`config.mk`:
```
export PLATFORM = sky130hd
export DESIGN_NAME = hsl2rgba_channel
export DESIGN_NICKNAME = d
export VERILOG_FILES = /design/src/rtl/hsl2rgba_pkg.sv /design/src/rtl/hsl2rgba_channel.sv
export SDC_FILE = /design/constraint.sdc
export NUM_CORES = 1
export LEC_CHECK = 0
export BUFFER_PORTS_ARGS = -buffer_cell sky130_fd_sc_hd__buf_2
export CAP_MARGIN = 5
export CELL_PAD_IN_SITES_DETAIL_PLACEMENT = 1
export CELL_PAD_IN_SITES_GLOBAL_PLACEMENT = 1
export CORE_MARGIN = 2
export CORE_UTILIZATION = 51
export DETAILED_ROUTE_END_ITERATION = 8
export PLACE_DENSITY = 0.95
export SYNTH_ARGS = -nofsm -noshare
export SYNTH_HDL_FRONTEND = slang
export SYNTH_SLANG_ARGS = --single-unit
```
`constraint.sdc`:
```
create_clock -name clk -period 9.4 [get_ports clk]
set_clock_uncertainty 0.2 [all_clocks]
set_input_delay 1.88 -clock clk [delete_from_list [all_inputs] [get_ports clk]]
set_output_delay 1.88 -clock clk [all_outputs]
set_load 0.03 [all_outputs]
```
`src/rtl/hsl2rgba_pkg.sv`:
```
// ----------------------------------------------------------------------------
// HSL to RGBA converter package
// Fixed-point constants, pipeline control type and hue ramp helpers.
// ----------------------------------------------------------------------------
package hsl2rgba_pkg;

  localparam int FRACTION_BITS = 16;
  localparam int NUM_STAGES    = 6;

  // Hue in thirds-scaled units: three full turns per period
  localparam logic [17:0] TURN        = 18'd65536;
  localparam logic [17:0] HALF_TURN   = 18'd32768;
  localparam logic [17:0] RAMP_FALL   = 18'd98304;
  localparam logic [17:0] TWO_TURNS   = 18'd131072;
  localparam logic [18:0] PERIOD      = 19'd196608;
  localparam logic [16:0] K_TOP       = 17'd65536;

  // Rounding and division constants of the 0.16 format
  localparam logic [15:0] UNIT_ONE    = 16'hFFFF;
  localparam logic [15:0] ROUND_BIAS  = 16'd32767;
  localparam logic [16:0] TWO_UNITS   = 17'd131070;

  typedef struct packed {
    logic [NUM_STAGES-1:0] load;
  } ctrl_t;

  // Advance the scaled hue by an offset and wrap into one period
  function automatic logic [17:0] wrap_hue(input logic [17:0] th, input logic [17:0] offset);
    logic [18:0] sum;
    logic [18:0] wrapped;
    sum     = {1'b0, th} + {1'b0, offset};
    wrapped = (sum >= PERIOD) ? (sum - PERIOD) : sum;
    return wrapped[17:0];
  endfunction

  // Piecewise hue weight: rise, flat top, fall, then zero
  function automatic logic [16:0] hue_ramp(input logic [17:0] t);
    logic [17:0] fall;
    fall = TWO_TURNS - t;
    if (t < HALF_TURN)
      return {t[15:0], 1'b0};
    else if (t < RAMP_FALL)
      return K_TOP;
    else if (t < TWO_TURNS)
      return {fall[15:0], 1'b0};
    else
      return 17'd0;
  endfunction

endpackage

```
`src/rtl/hsl2rgba_channel.sv`:
```
// ----------------------------------------------------------------------------
// HSL to RGBA channel stages
// Stages four to six: weight the spread, round, scale by 1/ONE, saturate.
// ----------------------------------------------------------------------------
module hsl2rgba_channel (
  input  logic                 clk,
  input  hsl2rgba_pkg::ctrl_t  ctrl,
  input  logic [31:0]          lo,
  input  logic [31:0]          spread,
  input  logic [16:0]          weight,
  output logic [15:0]          value
);
  import hsl2rgba_pkg::*;

  // Stage 4 registers
  logic [48:0] prod4;
  logic [31:0] lo4;

  // Stage 5 register
  logic [31:0] y5;

  // Stage 5 and 6 logic
  logic [33:0] y_sum;
  logic [16:0] fold;
  logic [16:0] quot;

  // Stage 4: spread times hue weight
  always_ff @(posedge clk) begin
    if (ctrl.load[3]) begin
      prod4 <= spread * weight;
      lo4   <= lo;
    end
  end

  // Stage 5: add low level, rounding bias and the half-bit
  always_comb begin
    y_sum = {2'b00, lo4} + {1'b0, prod4[48:16]} + {18'd0, ROUND_BIAS}
          + {33'd0, prod4[15]};
  end

  always_ff @(posedge clk) begin
    if (ctrl.load[4]) begin
      y5 <= y_sum[31:0];
    end
  end

  // Stage 6: divide by 2^16-1 via high plus low fold, then saturate
  always_comb begin
    fold = {1'b0, y5[31:16]} + {1'b0, y5[15:0]};
    if (fold >= TWO_UNITS)
      quot = {1'b0, y5[31:16]} + 17'd2;
    else if (fold >= {1'b0, UNIT_ONE})
      quot = {1'b0, y5[31:16]} + 17'd1;
    else
      quot = {1'b0, y5[31:16]};
  end

  always_ff @(posedge clk) begin
    if (ctrl.load[5]) begin
      value <= quot[16] ? UNIT_ONE : quot[15:0];
    end
  end

endmodule

```
==> flow_summary.json <==
{
  "dpl.cell_count": 3171,
  "synth_edf_count": 113,
  "synthFlopType": "edfxtp_1",
  "post-dp-hpwl_um": 61200,
  "synth_seq_cells": 113,
  "async_reset_ff_frac": 0,
  "wl_per_cell_um": 24.4,
  "end_kind": "register",
  "synthAdderAreaFrac": 0.487,
  "dr.pass1.iters": 7,
  "syn_inst": 2549,
  "period_share": 0.983,
  "die_h_um": 219,
  "synth-seq-area-share": 0.145,
  "syn_nets": 3282,
  "rrSetupSlack_ns": 4.77,
  "fin_util": 0.553,
  "drive_gt1_frac": 0.0645,
  "critPathLaunch": "weight[11]",
  "detailed_place.area_sq_um": 24500,
  "synthMuxAreaShare": 0.00533,
  "htreeDepth": 4,
  "grt_usage": 0.337,
  "area_growth_syn_to_layout_pct": 6.82,
  "path_clk_slew_ns": 0.06,
  "rows": 78,
  "clkSinkCount": 113,
  "reg2reg_from": "y5[16]$_DFFE_PP_",
  "start_util": 0.517,
  "drc": 0,
  "cts_resized": 0,
  "core-area_sq_um": 45400,
  "hold_violations": 0,
  "vias": 19100,
  "synth_xor_area_frac": 0.0239,
  "place_congestion": 0.900,
  "setup_tns_ns": 0,
  "fill_cells": 5224,
  "synth_compound_area_frac": 0.0728,
  "final_area_sq_um": 25100,
  "antenna_found_initial": 1,
  "critPathMaxFanout": 22,
  "status": "finished clean",
  "crit_end": "prod4[41]$_DFFE_PP_",
  "setup_viol": 0,
  "clkLatencyLatePin_ns": 0.43,
  "grt_max_degree": 66,
  "final_net_count": 3323,
  "cp.arrival_ns": 9.22,
  "start_kind": "input port",
  "die_w_um": 219,
  "reg2reg_to": "value[6]$_SDFFCE_PP1P_",
  "drt_iter0_markers": 1398,
  "synth_cell_type_count": 68,
  "grt_first_pass_wirelength_um": 122000,
  "yosys.area_share.simple": 0.156,
  "cts.path.max_buffers": 2,
  "rsz0062_at_grt": "no",
  "ant_nets": 0,
  "pin_count": 104,
  "cap_viol_max_count": 0,
  "syn-cell-area_sq_um": 23500,
  "holdBufCountCts": 0,
  "critPathKind": "in -> reg",
  "dieArea_sq_um": 47800,
  "yosysWarnings": 0,
  "totalWireLength_um": 78100,
  "fmax_mhz": 108,
  "synth_top_family_by_area": "adder cells",
  "synth_area_per_cell_sq_um": 9.21,
  "fin_crit_ns": 9.24,
  "cts_tree": "built",
  "crit_required_ns": 9.37,
  "relSlewSlack": 0.411,
  "portBuffers": 100,
  "cts-buffers-inserted": 17,
  "grt.overflow.total": 0,
  "postCtsSetupRepairBufs": 0,
  "tightest_slew_ns": 0.859,
  "r2r_cells": 11,
  "stdcell_count": 3204,
  "grt_pass1_vias": 22200,
  "cts-root-buf": "clkbuf_16",
  "final_max_slew_viol_count": 0,
  "hold_class": "reg -> reg",
  "viasPerCell": 5.95
}
-- synth_stat cells, types with 6 or more instances --
| cell type | number | area (sq um) |
|---|---|---|
| a21oi_1 | 77 | 385 |
| o31ai_1 | 9 | 67.6 |
| xnor2_1 | 48 | 420 |
| fa_1 | 448 | 8970 |
| and4_1 | 7 | 61.3 |
| nand2b_1 | 6 | 37.5 |
| nand4_1 | 16 | 100 |
| o21ai_0 | 41 | 205 |
| inv_1 | 588 | 2210 |
| nor3_1 | 15 | 75.1 |
| nor2_1 | 67 | 251 |
| xor2_1 | 16 | 140 |
| nand2_1 | 400 | 1500 |
| and3_1 | 16 | 100 |
| a211oi_1 | 10 | 75.1 |
| edfxtp_1 | 113 | 3390 |
| nand3_1 | 20 | 100 |
| ha_1 | 197 | 2460 |
| o21a_1 | 7 | 52.6 |
| clkbuf_1 | 95 | 357 |
| a31oi_1 | 15 | 93.8 |
| nor2b_1 | 7 | 43.8 |
| and2_1 | 200 | 1250 |
| o21bai_1 | 8 | 60.1 |
| a21o_1 | 31 | 233 |
| mux2i_1 | 8 | 80.1 |
-- critical path, cell delays in order --
cell,delay [ns]
buf_2,0.50
nand2_1,0.20
fa_1,0.61
inv_1,0.10
fa_1,0.65
fa_1,0.50
fa_1,0.43
fa_1,0.52
inv_1,0.05
fa_1,0.57
inv_1,0.07
ha_1,0.39
nand2_1,0.14
nor3_1,0.30
and3_1,0.20
nand3_1,0.21
a2111oi_2,0.56
o2111ai_1,0.34
a21boi_1,0.35
nor2_1,0.17
o311ai_0,0.45
-- kinds of logic after synthesis --
family                     after synthesis
adders and majority gates              645
and+or+nand+nor                        773
muxes                                   12
xor gates and xnor gates                64
buffers and inverters                  687
AOI/OAI and AO/OA                      255
DFF                                    113
-- metal layers --
layer,vias to the layer above,track usage,share of wire
met5,-,0,0
met1,9677,0.381,0.36
met4,0,0.199,0.063
met3,395,0.0587,0.075
met2,1088,0.596,0.50
li1,7891,-,-
-- layout by cell type, fill, tap and decap left out, types with 4 or more instances in the layout --
| master | count |
|---|---|
| and2_1 | 200 |
| a211oi_1 | 10 |
| a2111o_1 | 5 |
| mux2i_1 | 8 |
| clkbuf_4 | 4 |
| nand2_1 | 400 |
| o21a_1 | 7 |
| xor2_1 | 16 |
| nor2b_1 | 7 |
| nor2_1 | 67 |
| ha_1 | 197 |
| nand3_1 | 20 |
| buf_4 | 21 |
| a21boi_0 | 5 |
| and3_1 | 16 |
| nand4_1 | 16 |
| inv_1 | 588 |
| fa_1 | 448 |
| o31ai_1 | 9 |
| a21o_1 | 31 |
| buf_2 | 96 |
| a21oi_1 | 77 |
| o21ai_0 | 41 |
| a2111oi_0 | 4 |
| nand2b_1 | 6 |
| and4_1 | 7 |
| clkbuf_16 | 17 |
| or2_2 | 5 |
| edfxtp_1 | 113 |
| xnor2_1 | 48 |
| nor3_1 | 15 |
| nor4_1 | 4 |
| o21bai_1 | 8 |
| a31oi_1 | 15 |
-- how the worst min path moves through the flow --
stage                        startpoint              end  slack (ns)  cells past startpoint
floorplan           prod4[16]$_DFFE_PP_  y5[0]$_DFFE_PP_        0.33                      1
global placement    prod4[16]$_DFFE_PP_  y5[0]$_DFFE_PP_        0.39                      1
detailed placement  prod4[16]$_DFFE_PP_  y5[0]$_DFFE_PP_        0.42                      1
CTS                 prod4[16]$_DFFE_PP_  y5[0]$_DFFE_PP_        0.42                      1
global route        prod4[16]$_DFFE_PP_  y5[0]$_DFFE_PP_        0.44                      1
finish              prod4[16]$_DFFE_PP_  y5[0]$_DFFE_PP_        0.42                      1
-- stage by stage --
| step | hold WS (ns) | setup slack (ns) |
|---|---|---|
| floorplan | 0.326 | 1.42 |
| global placement | 0.393 | 0.445 |
| detailed placement | 0.415 | -0.244 |
| CTS | 0.421 | 0.183 |
| global route | 0.436 | 0.00324 |
| finish | 0.425 | 0.157 |
-- state kept, by name, summed over array words and instances, names as in the netlist --
| name | cells |
|---|---|
| y5 | 32 |
| lo4 | 32 |
| value | 16 |
| prod4 | 33 |
-- final cells by class --
type	count	area, sq um	area share
clock inverter	14	139	0.00554
sequential	113	3390	0.135
timing repair buffer	121	668	0.0266
tap	600	751	0.0299
inverter	588	2210	0.0880
clock buffer	18	429	0.0171
multi-input combinational	1749	17500	0.697
antenna	1	2.50	0.0000998
Power is not shown: default switching activity piles up to over one toggle a cycle in this logic, so the estimate is an artifact.
