--- config.mk ---
export PLATFORM = sky130hd
export DESIGN_NAME = hsl2rgba_levels
export DESIGN_NICKNAME = d
export VERILOG_FILES = /design/src/rtl/hsl2rgba_pkg.sv /design/src/rtl/hsl2rgba_levels.sv
export SDC_FILE = /design/constraint.sdc
export NUM_CORES = 1
export LEC_CHECK = 0
export BUFFER_PORTS_ARGS = -buffer_cell sky130_fd_sc_hd__buf_2
export CELL_PAD_IN_SITES_DETAIL_PLACEMENT = 0
export CELL_PAD_IN_SITES_GLOBAL_PLACEMENT = 1
export CORE_UTILIZATION = 50
export DETAILED_ROUTE_END_ITERATION = 10
export GPL_TIMING_DRIVEN = 0
export MAX_ROUTING_LAYER = met4
export PLACE_DENSITY = 0.89
export SYNTH_ARGS = -nofsm -noshare
export SYNTH_HDL_FRONTEND = slang
export SYNTH_SLANG_ARGS = --single-unit
--- constraint.sdc ---
create_clock -name clk -period 8.55 [get_ports clk]
set_input_delay 0.855 -clock clk [delete_from_list [all_inputs] [get_ports clk]]
set_output_delay 0.855 -clock clk [all_outputs]
set_load 0.02 [all_outputs]
--- src/rtl/hsl2rgba_pkg.sv ---
// ----------------------------------------------------------------------------
// HSL to RGBA converter package
// Fixed-point constants, pipeline control type and hue ramp helpers.
// ----------------------------------------------------------------------------
package hsl2rgba_pkg;

  localparam int FRACTION_BITS = 16;
  localparam int NUM_STAGES    = 6;

  // Hue in thirds-scaled units: three full turns per period
  localparam logic [17:0] TURN        = 18'd65536;
  localparam logic [17:0] HALF_TURN   = 18'd32768;
  localparam logic [17:0] RAMP_FALL   = 18'd98304;
  localparam logic [17:0] TWO_TURNS   = 18'd131072;
  localparam logic [18:0] PERIOD      = 19'd196608;
  localparam logic [16:0] K_TOP       = 17'd65536;

  // Rounding and division constants of the 0.16 format
  localparam logic [15:0] UNIT_ONE    = 16'hFFFF;
  localparam logic [15:0] ROUND_BIAS  = 16'd32767;
  localparam logic [16:0] TWO_UNITS   = 17'd131070;

  typedef struct packed {
    logic [NUM_STAGES-1:0] load;
  } ctrl_t;

  // Advance the scaled hue by an offset and wrap into one period
  function automatic logic [17:0] wrap_hue(input logic [17:0] th, input logic [17:0] offset);
    logic [18:0] sum;
    logic [18:0] wrapped;
    sum     = {1'b0, th} + {1'b0, offset};
    wrapped = (sum >= PERIOD) ? (sum - PERIOD) : sum;
    return wrapped[17:0];
  endfunction

  // Piecewise hue weight: rise, flat top, fall, then zero
  function automatic logic [16:0] hue_ramp(input logic [17:0] t);
    logic [17:0] fall;
    fall = TWO_TURNS - t;
    if (t < HALF_TURN)
      return {t[15:0], 1'b0};
    else if (t < RAMP_FALL)
      return K_TOP;
    else if (t < TWO_TURNS)
      return {fall[15:0], 1'b0};
    else
      return 17'd0;
  endfunction

endpackage

--- src/rtl/hsl2rgba_levels.sv ---
// ----------------------------------------------------------------------------
// HSL to RGBA level stages
// Stages one to three: low and high levels, their spread and hue weights.
// ----------------------------------------------------------------------------
module hsl2rgba_levels (
  input  logic                 clk,
  input  hsl2rgba_pkg::ctrl_t  ctrl,
  input  logic [15:0]          hue,
  input  logic [15:0]          saturation,
  input  logic [15:0]          lightness,
  output logic [31:0]          lo,
  output logic [31:0]          spread,
  output logic [16:0]          k_red,
  output logic [16:0]          k_green,
  output logic [16:0]          k_blue
);
  import hsl2rgba_pkg::*;

  // Stage 1 registers
  logic [15:0] l1;
  logic [15:0] s1;
  logic [31:0] ls1;
  logic [17:0] th1;

  // Stage 2 registers
  logic [31:0] hi2;
  logic [32:0] two_l2;
  logic [16:0] kr2;
  logic [16:0] kg2;
  logic [16:0] kb2;

  // Stage 2 logic
  logic [31:0] l_one;
  logic [16:0] l_plus_s;
  logic [33:0] hi_low;
  logic [33:0] hi_high;

  // Stage 3 logic
  logic [33:0] diff_lo;
  logic [33:0] diff_d;
  logic        lo_clamped;

  // Stage 1: product l*s and scaled hue
  always_ff @(posedge clk) begin
    if (ctrl.load[0]) begin
      l1  <= lightness;
      s1  <= saturation;
      ls1 <= lightness * saturation;
      th1 <= {2'b00, hue} + {1'b0, hue, 1'b0};
    end
  end

  // Stage 2: high level for either lightness half
  always_comb begin
    l_one    = {l1, 16'h0000} - {16'h0000, l1};
    l_plus_s = {1'b0, l1} + {1'b0, s1};
    hi_low   = {2'b00, l_one} + {2'b00, ls1};
    hi_high  = {1'b0, l_plus_s, 16'h0000} - {17'd0, l_plus_s} - {2'b00, ls1};
  end

  always_ff @(posedge clk) begin
    if (ctrl.load[1]) begin
      hi2    <= (l1[15] == 1'b0) ? hi_low[31:0] : hi_high[31:0];
      two_l2 <= {l_one, 1'b0};
      kr2    <= hue_ramp(wrap_hue(th1, TURN));
      kg2    <= hue_ramp(th1);
      kb2    <= hue_ramp(wrap_hue(th1, TWO_TURNS));
    end
  end

  // Stage 3: low level and spread, both clamped at zero
  always_comb begin
    diff_lo    = {1'b0, two_l2} - {2'b00, hi2};
    diff_d     = {1'b0, hi2, 1'b0} - {1'b0, two_l2};
    lo_clamped = diff_lo[33] || (diff_lo == 34'd0);
  end

  always_ff @(posedge clk) begin
    if (ctrl.load[2]) begin
      lo      <= lo_clamped ? 32'd0 : diff_lo[31:0];
      spread  <= lo_clamped ? hi2 : (diff_d[33] ? 32'd0 : diff_d[31:0]);
      k_red   <= kr2;
      k_green <= kg2;
      k_blue  <= kb2;
    end
  end

endmodule

==> flow_metrics.env, run 1 <==
export IMPL_run_status="finished clean"
export IMPL_hold_violations=0
export IMPL_cts_resized=0
export IMPL_synth_area_um2=28860
export IMPL_viasPerCell=5.585
export IMPL_tns_ps=0
export IMPL_skew_ps=21.93
export IMPL_post_route_period_util_pct=92.49
export IMPL_synthCells=2935
export IMPL_dp_hpwl_mm=61.46
export IMPL_clk_latency_ps=590
export IMPL_synth_simple_area_share_pct=14.03
export IMPL_cts_buffers=29
export IMPL_clock_root_buffer="clkbuf_16"
export IMPL_p_per_area_nw_per_um2=421.3
export IMPL_place_inst=3859
export IMPL_critical_path_peak_fanout=10
export IMPL_cp_slowest_stage_delay_ps=580
export IMPL_ant_nets=0
export IMPL_synth_cell_type_count=81
export IMPL_ioPinCount=170
export IMPL_fillers=5004
export IMPL_slew_headroom_pct=32.22
export IMPL_n_antenna_cell=0
export IMPL_nets=3690
export IMPL_die_h_um=242.2
export IMPL_tightestPinTransition_ps=1010
export IMPL_synth_adder_area_share_pct=26.95
export IMPL_post_cts_buffers=0
export IMPL_htreeDepth=1
export IMPL_ys_seq_area_share_pct=31.84
export IMPL_syn_to_final_growth_pct=9.716
export IMPL_synth_top_family_by_area="adder cells"
export IMPL_max_clock_path_buffers=3
export IMPL_core_area_um2=56710
export IMPL_slowest_stage="clkbuf_1"
export IMPL_rr_endpoint="hi2[29]$_DFFE_PP_"
export IMPL_setup_violations=0
export IMPL_endpoint="ls1[31]$_DFFE_PP_"
export IMPL_rsz0062_at_grt="no"
export IMPL_tritoncts="done"
export IMPL_grt_overflow_total=0
export IMPL_r2r_start="l1[0]$_DFFE_PP_"
export IMPL_cp_depth=24
export IMPL_ys_warn_count=0
export IMPL_num_vias=21840
export IMPL_routed_wl_mm=75.01
export IMPL_synth_mux_area_share_pct=1.851
export IMPL_path_common_cell="fa_1"
export IMPL_path_clk_slew_ps=70
export IMPL_post_synth_xor_area_fraction_pct=4.826
export IMPL_r2r_slack_ps=1920
export IMPL_start_kind="input port"
export IMPL_ir_drop_mv=0.3272
export IMPL_hold_buffers=0
export IMPL_syn_area_per_cell_um2=9.832
export IMPL_track_usage_pct=26.13
export IMPL_initialDrtViolationCount=1338
export IMPL_r2r_cells=26
export IMPL_cts_sinks=306
export IMPL_critical_path_required_ps=8880
export IMPL_drv_cap=0
export IMPL_crit_chain="buf_2, clkbuf_1, nand2_1, fa_1, fa_1, fa_1, fa_1, inv_1, fa_1, inv_1, fa_1, inv_1, ha_1, a21o_1, a21o_1, a21oi_1, o21ai_0, a41o_1, a31oi_1, o21ai_0, o41a_1, a211oi_1, a21oi_1, xnor2_1"
export IMPL_start_util_pct=50.88
export IMPL_crit_buf_inv=5
export IMPL_critPathKind="in -> reg"
export IMPL_end_kind="flip-flop"
export IMPL_drcViolationCount=0
export IMPL_wl_per_cell_um=19.18
export IMPL_ys_seq_elements=306
export IMPL_synth_async_reset_ratio_pct=0
export IMPL_synth_compound_area_share_pct=13.99
export IMPL_die_w_um=242.2
export IMPL_design_die_area_um2=58680
export IMPL_place_congestion=0.9734
export IMPL_grt_pass1_vias=21810
export IMPL_first_pass_iters=5
export IMPL_hold_class="reg -> reg"
export IMPL_portBuffers=163
export IMPL_drive_gt1_share_pct=8.780
export IMPL_stdcell_count=3911
export IMPL_rows=87
export IMPL_p_leak_nw=14.37
export IMPL_synth_edf_count=306
export IMPL_clock_fmax_ghz=0.1265
export IMPL_fin_crit_ps=7908
export IMPL_cp_top_family="adder cells"
export IMPL_arrival_ps=8240
export IMPL_slew_violations=0
export IMPL_worstSetupStartpoint="lightness[9]"
export IMPL_p_total_mw=13.34
export IMPL_grt_max_degree=84
export IMPL_antenna_found_initial=0
export IMPL_dominantRegCellSynth="edfxtp_1"
export IMPL_grt_pass1_wl_mm=117.8
[flip-flops by register name (all words and copies together) (netlist names)]
name and count:
lo 32, k_blue 16, k_green 16, hi2 32, th1 18, kg2 16, l1 16, spread 32
s1 16, k_red 16, ls1 32, kr2 16, two_l2 32, kb2 16
[per-stage QoR]
step / setup slack, ps / instance area (µm²) / hold slack, ps / util, %
floorplan: 1428 / 28870 / 400.3 / -
CTS: 703.9 / 31660 / 421.7 / 55.83
global route: 363.3 / 31660 / 424.6 / 55.83
detailed placement: 88.11 / 30720 / 405.4 / 54.16
finish: 642.4 / 31660 / 419.0 / 55.83
global placement: 257.6 / 30630 / 402.7 / 54.00
[Yosys cell counts (all sizes together), types with 14 or more instances]
cell type	number	share of area (%)
and2	146	3.2
and3	22	0.48
ha	300	13
a21oi	165	2.9
edfxtp	306	32
clkbuf	72	0.94
xnor2	98	3.0
a22o	40	1.2
o21ai	150	2.6
nor2b	45	0.98
nand2	254	3.3
a31oi	14	0.30
o21bai	23	0.60
inv	406	5.3
fa	201	14
or3	28	0.61
a211oi	19	0.51
nor3	42	0.73
o21a	29	0.75
nand2b	25	0.54
a21o	59	1.5
nor2	171	2.2
nand3	43	0.75
xor2	61	1.9
o211ai	16	0.45
mux2	32	1.6
[layout make-up]
class,count,area [µm²],share of cell area [%]
plain buffers,82,350.3,1.107
repair buffers,166,905.9,2.861
multi-input cells,2143,17800,56.23
inverters,406,1524,4.813
clock buffers,33,740.7,2.339
well taps,756,945.9,2.988
clock inverters,19,203.9,0.6441
flip-flops and latches,306,9189,29.02
[power breakdown]
group,switching [mW],leakage (nW),internal (mW)
Sequential,0.242,3.06,2.45
Clock,0.561,0.467,0.719
Combinational,5.41,10.8,3.95
[kinds of logic (layout without fill, tap and decap cells)]
| logic type | after synthesis | after routing |
|---|---|---|
| AND/OR/NAND/NOR | 827 | 827 |
| AO/OA/AOI/OAI | 613 | 613 |
| adder cells (fa/ha/maj) | 501 | 501 |
| buffers and inverters | 488 | 706 |
| flip-flops | 306 | 306 |
| XOR/XNOR | 159 | 159 |
| multiplexers | 40 | 40 |
| other | 1 | 3 |
[placed cells by master, fill, tap and decap left out, types with 10 or more instances in the layout]
cell type,n
buf_2,161
and2_1,146
o31ai_1,11
a211oi_1,18
xnor2_1,98
a22o_1,40
o21ai_0,146
a21o_1,59
o21bai_1,23
inv_1,406
a21oi_1,163
nand3_1,43
o211ai_1,14
nor3_1,42
nand2b_1,25
xor2_1,61
nor4_1,10
fa_1,201
edfxtp_1,306
and3_1,22
a31oi_1,14
mux2_4,25
nor2_1,171
ha_1,300
clkbuf_16,29
or3_1,28
nor2b_1,45
nand4_1,11
o21a_1,29
nand2_1,254
clkbuf_1,76
[worst min-delay path by stage]
stage / from / to / slack (ps) / depth (start not counted)
finish: kg2[4]$_DFFE_PP_ / k_green[4]$_DFFE_PP_ / 420 / 0
global route: kb2[7]$_DFFE_PP_ / k_blue[7]$_DFFE_PP_ / 420 / 0
CTS: kr2[14]$_DFFE_PP_ / k_red[14]$_DFFE_PP_ / 420 / 0
detailed placement: kb2[7]$_DFFE_PP_ / k_blue[7]$_DFFE_PP_ / 410 / 0
global placement: kb2[15]$_DFFE_PP_ / k_blue[15]$_DFFE_PP_ / 400 / 0
floorplan: kb2[10]$_DFFE_PP_ / k_blue[10]$_DFFE_PP_ / 400 / 0
[worst register-to-register path: cells and delay by family (launching register included)]
family / cells / cell delay, ps
AO/OA/AOI/OAI: 16 / 3170
AND/OR/NAND/NOR: 3 / 300
XOR/XNOR: 2 / 700
flip-flops: 1 / 590
adder cells (fa/ha/maj): 4 / 1470
multiplexers: 1 / 100
[layer usage]
metal / GRT usage (%) / up-vias / routed length (µm)
met5: - / - / 0
met1: 32.84 / 10520 / 32610
li1: - / 10500 / -
met4: 10.26 / 0 / 3217
met3: 2.326 / 158 / 3485
met2: 43.65 / 671 / 35700
No activity file was read; power rests on OpenSTA's default activity.
==> run 2: changes to the inputs <==
--- a/config.mk
+++ b/config.mk
@@ -8,11 +8,11 @@
 export BUFFER_PORTS_ARGS = -buffer_cell sky130_fd_sc_hd__buf_2
 export CELL_PAD_IN_SITES_DETAIL_PLACEMENT = 0
 export CELL_PAD_IN_SITES_GLOBAL_PLACEMENT = 1
-export CORE_UTILIZATION = 50
+export CORE_UTILIZATION = 25
 export DETAILED_ROUTE_END_ITERATION = 10
 export GPL_TIMING_DRIVEN = 0
 export MAX_ROUTING_LAYER = met4
-export PLACE_DENSITY = 0.89
+export PLACE_DENSITY = 0.53
 export SYNTH_ARGS = -nofsm -noshare
 export SYNTH_HDL_FRONTEND = slang
 export SYNTH_SLANG_ARGS = --single-unit
==> constraint.sdc (replaced) <==
create_clock -name clk -period 8.55 [get_ports clk]
set_input_delay 0.855 -clock clk [delete_from_list [all_inputs] [get_ports clk]]
set_output_delay 0.855 -clock clk [all_outputs]
set_load 0.05 [all_outputs]
==> run 2 against run 1 <==
  * Via count down 2.7%
  * First-iteration DRC count down 30%
  * Clock power rose by 14%
  * Cell count rose by 20%
  * Setup slack got worse by 240 ps
  * Total power rose by 7.9%
  * Register-to-register slack better by 550 ps
  * Sequential cell count unchanged
  * Critical path type unchanged
  * Largest cell class unchanged
  * Largest power group unchanged
==> flow_metrics.env, run 2 (same netlist as run 1, synthesis figures left out) <==
export IMPL_antenna_found_initial=5
export IMPL_ir_drop_mv=0.3621
export IMPL_portBuffers=163
export IMPL_fin_area_um2=32760
export IMPL_r2r_cells=26
export IMPL_hold_violations=0
export IMPL_cp_top_family="adder cells"
export IMPL_clock_fmax_ghz=0.1227
export IMPL_syn_to_final_growth_pct=13.53
export IMPL_design_die_area_um2=116800
export IMPL_tns_ps=0
export IMPL_p_leak_nw=14.43
export IMPL_run_status="finished clean"
export IMPL_setup_violations=0
export IMPL_slew_violations=0
export IMPL_ioPinCount=170
export IMPL_place_ws_ps=-213.8
export IMPL_grt_pass1_vias=21520
export IMPL_wl_per_cell_um=18.28
export IMPL_post_route_util_pct=28.65
export IMPL_post_cts_buffers=0
export IMPL_r2r_slack_ps=2470
export IMPL_viasPerCell=4.544
export IMPL_skew_ps=35.65
export IMPL_hold_class="reg -> reg"
export IMPL_cts_buffers=34
export IMPL_track_usage_pct=15.13
export IMPL_first_pass_iters=5
export IMPL_path_common_cell="fa_1"
export IMPL_clk_latency_ps=560
export IMPL_die_h_um=341.8
export IMPL_post_route_period_util_pct=95.32
export IMPL_drcViolationCount=0
export IMPL_start_util_pct=25.24
export IMPL_place_inst=4615
export IMPL_grt_max_degree=80
export IMPL_nets=3693
export IMPL_p_per_area_nw_per_um2=439.4
export IMPL_start_kind="input port"
export IMPL_grt_pass1_wl_mm=130.6
export IMPL_cp_slowest_stage_delay_ps=580
export IMPL_fillers=12200
export IMPL_mostFrequentLayoutCell="inv_1"
export IMPL_stdcell_count=4675
export IMPL_tightestPinTransition_ps=1060
export IMPL_slowest_stage="clkbuf_1"
export IMPL_hold_slack_ps=415.8
export IMPL_layout_setup_ws_ps=399.9
export IMPL_drive_gt1_share_pct=8.829
export IMPL_critical_path_required_ps=8830
export IMPL_layout_common_cells="406 x inv_1, 306 x edfxtp_1, 300 x ha_1"
export IMPL_dpl_cell_area_um2=31670
export IMPL_htreeDepth=2
export IMPL_tritoncts="done"
export IMPL_drv_cap=0
export IMPL_p_total_mw=14.40
export IMPL_clock_root_buffer="clkbuf_16"
export IMPL_slew_headroom_pct=28.84
export IMPL_arrival_ps=8430
export IMPL_path_clk_slew_ps=60
export IMPL_rsz0062_at_grt="no"
export IMPL_place_congestion=0.8491
export IMPL_grt_overflow_total=0
export IMPL_fin_crit_ps=8150
export IMPL_rows=124
export IMPL_max_clock_path_buffers=3
export IMPL_core_area_um2=114300
export IMPL_critical_path_peak_fanout=10
export IMPL_end_kind="flip-flop"
export IMPL_cts_sinks=306
export IMPL_hold_depth=0
export IMPL_critPathKind="in -> reg"
export IMPL_dp_hpwl_mm=69.78
export IMPL_ant_nets=0
export IMPL_routed_wl_mm=85.46
export IMPL_crit_buf_inv=6
export IMPL_num_vias=21240
export IMPL_cp_depth=25
export IMPL_die_w_um=341.8
export IMPL_initialDrtViolationCount=932
## run 2: path summary, 6_finish.rpt
path / from / end
worst min register to register: kg2[14]$_DFFE_PP_ / k_green[14]$_DFFE_PP_
worst min-delay path: kg2[14]$_DFFE_PP_ / k_green[14]$_DFFE_PP_
worst max register to register: l1[0]$_DFFE_PP_ / hi2[29]$_DFFE_PP_
worst max-delay path: saturation[6] / ls1[31]$_DFFE_PP_
## run 2: worst reg2reg max path, cell delays in order (launching register included)
cell	delay [ps]
edfxtp_1	530
ha_1	290
fa_1	410
a21o_1	180
a21oi_1	230
o21bai_1	100
a21oi_1	210
nor2b_1	100
o21ai_0	150
nand2_1	100
a21o_1	190
nand2_1	80
a211o_1	150
xor2_1	280
ha_1	300
ha_1	390
a21o_1	190
a21oi_1	200
o21ai_0	110
a32oi_1	160
o21a_1	270
a21oi_1	140
a21oi_1	260
o21ai_0	170
o41ai_1	320
xor2_1	200
mux2i_1	90
## run 2: final cells by class
type | instances | area, µm² | share of cell area (%)
timing repair buffer | 166 | 909.6 | 2.777
tap | 1512 | 1892 | 5.775
clock inverter | 15 | 183.9 | 0.5614
buffer | 80 | 344.1 | 1.050
antenna | 3 | 7.507 | 0.02291
clock buffer | 44 | 909.6 | 2.777
inverter | 406 | 1524 | 4.652
multi-input combinational | 2143 | 17800 | 54.34
sequential | 306 | 9189 | 28.05
## run 2: repair_timing
| action | CTS | global route |
|---|---|---|
| setup endpoints to repair | 0 | 1 |
| hold buffers | 0 | 0 |
| resized for setup | 0 | 2 |
## run 2: where the power goes
part | total, mW | leakage [nW] | switching [mW] | internal (mW)
sequential | 2.74 | 3.06 | 0.285 | 2.46
clock | 1.46 | 0.525 | 0.614 | 0.849
combinational | 10.2 | 10.8 | 6.23 | 3.96
## run 2: routing by layer
| metal | track usage, % | up-vias | wire length, µm |
|---|---|---|---|
| met5 | - | - | 0 |
| met4 | 5.082 | 0 | 2790 |
| met3 | 1.322 | 101 | 2679 |
| met2 | 24.71 | 390 | 40110 |
| met1 | 19.63 | 10230 | 39880 |
| li1 | - | 10530 | - |
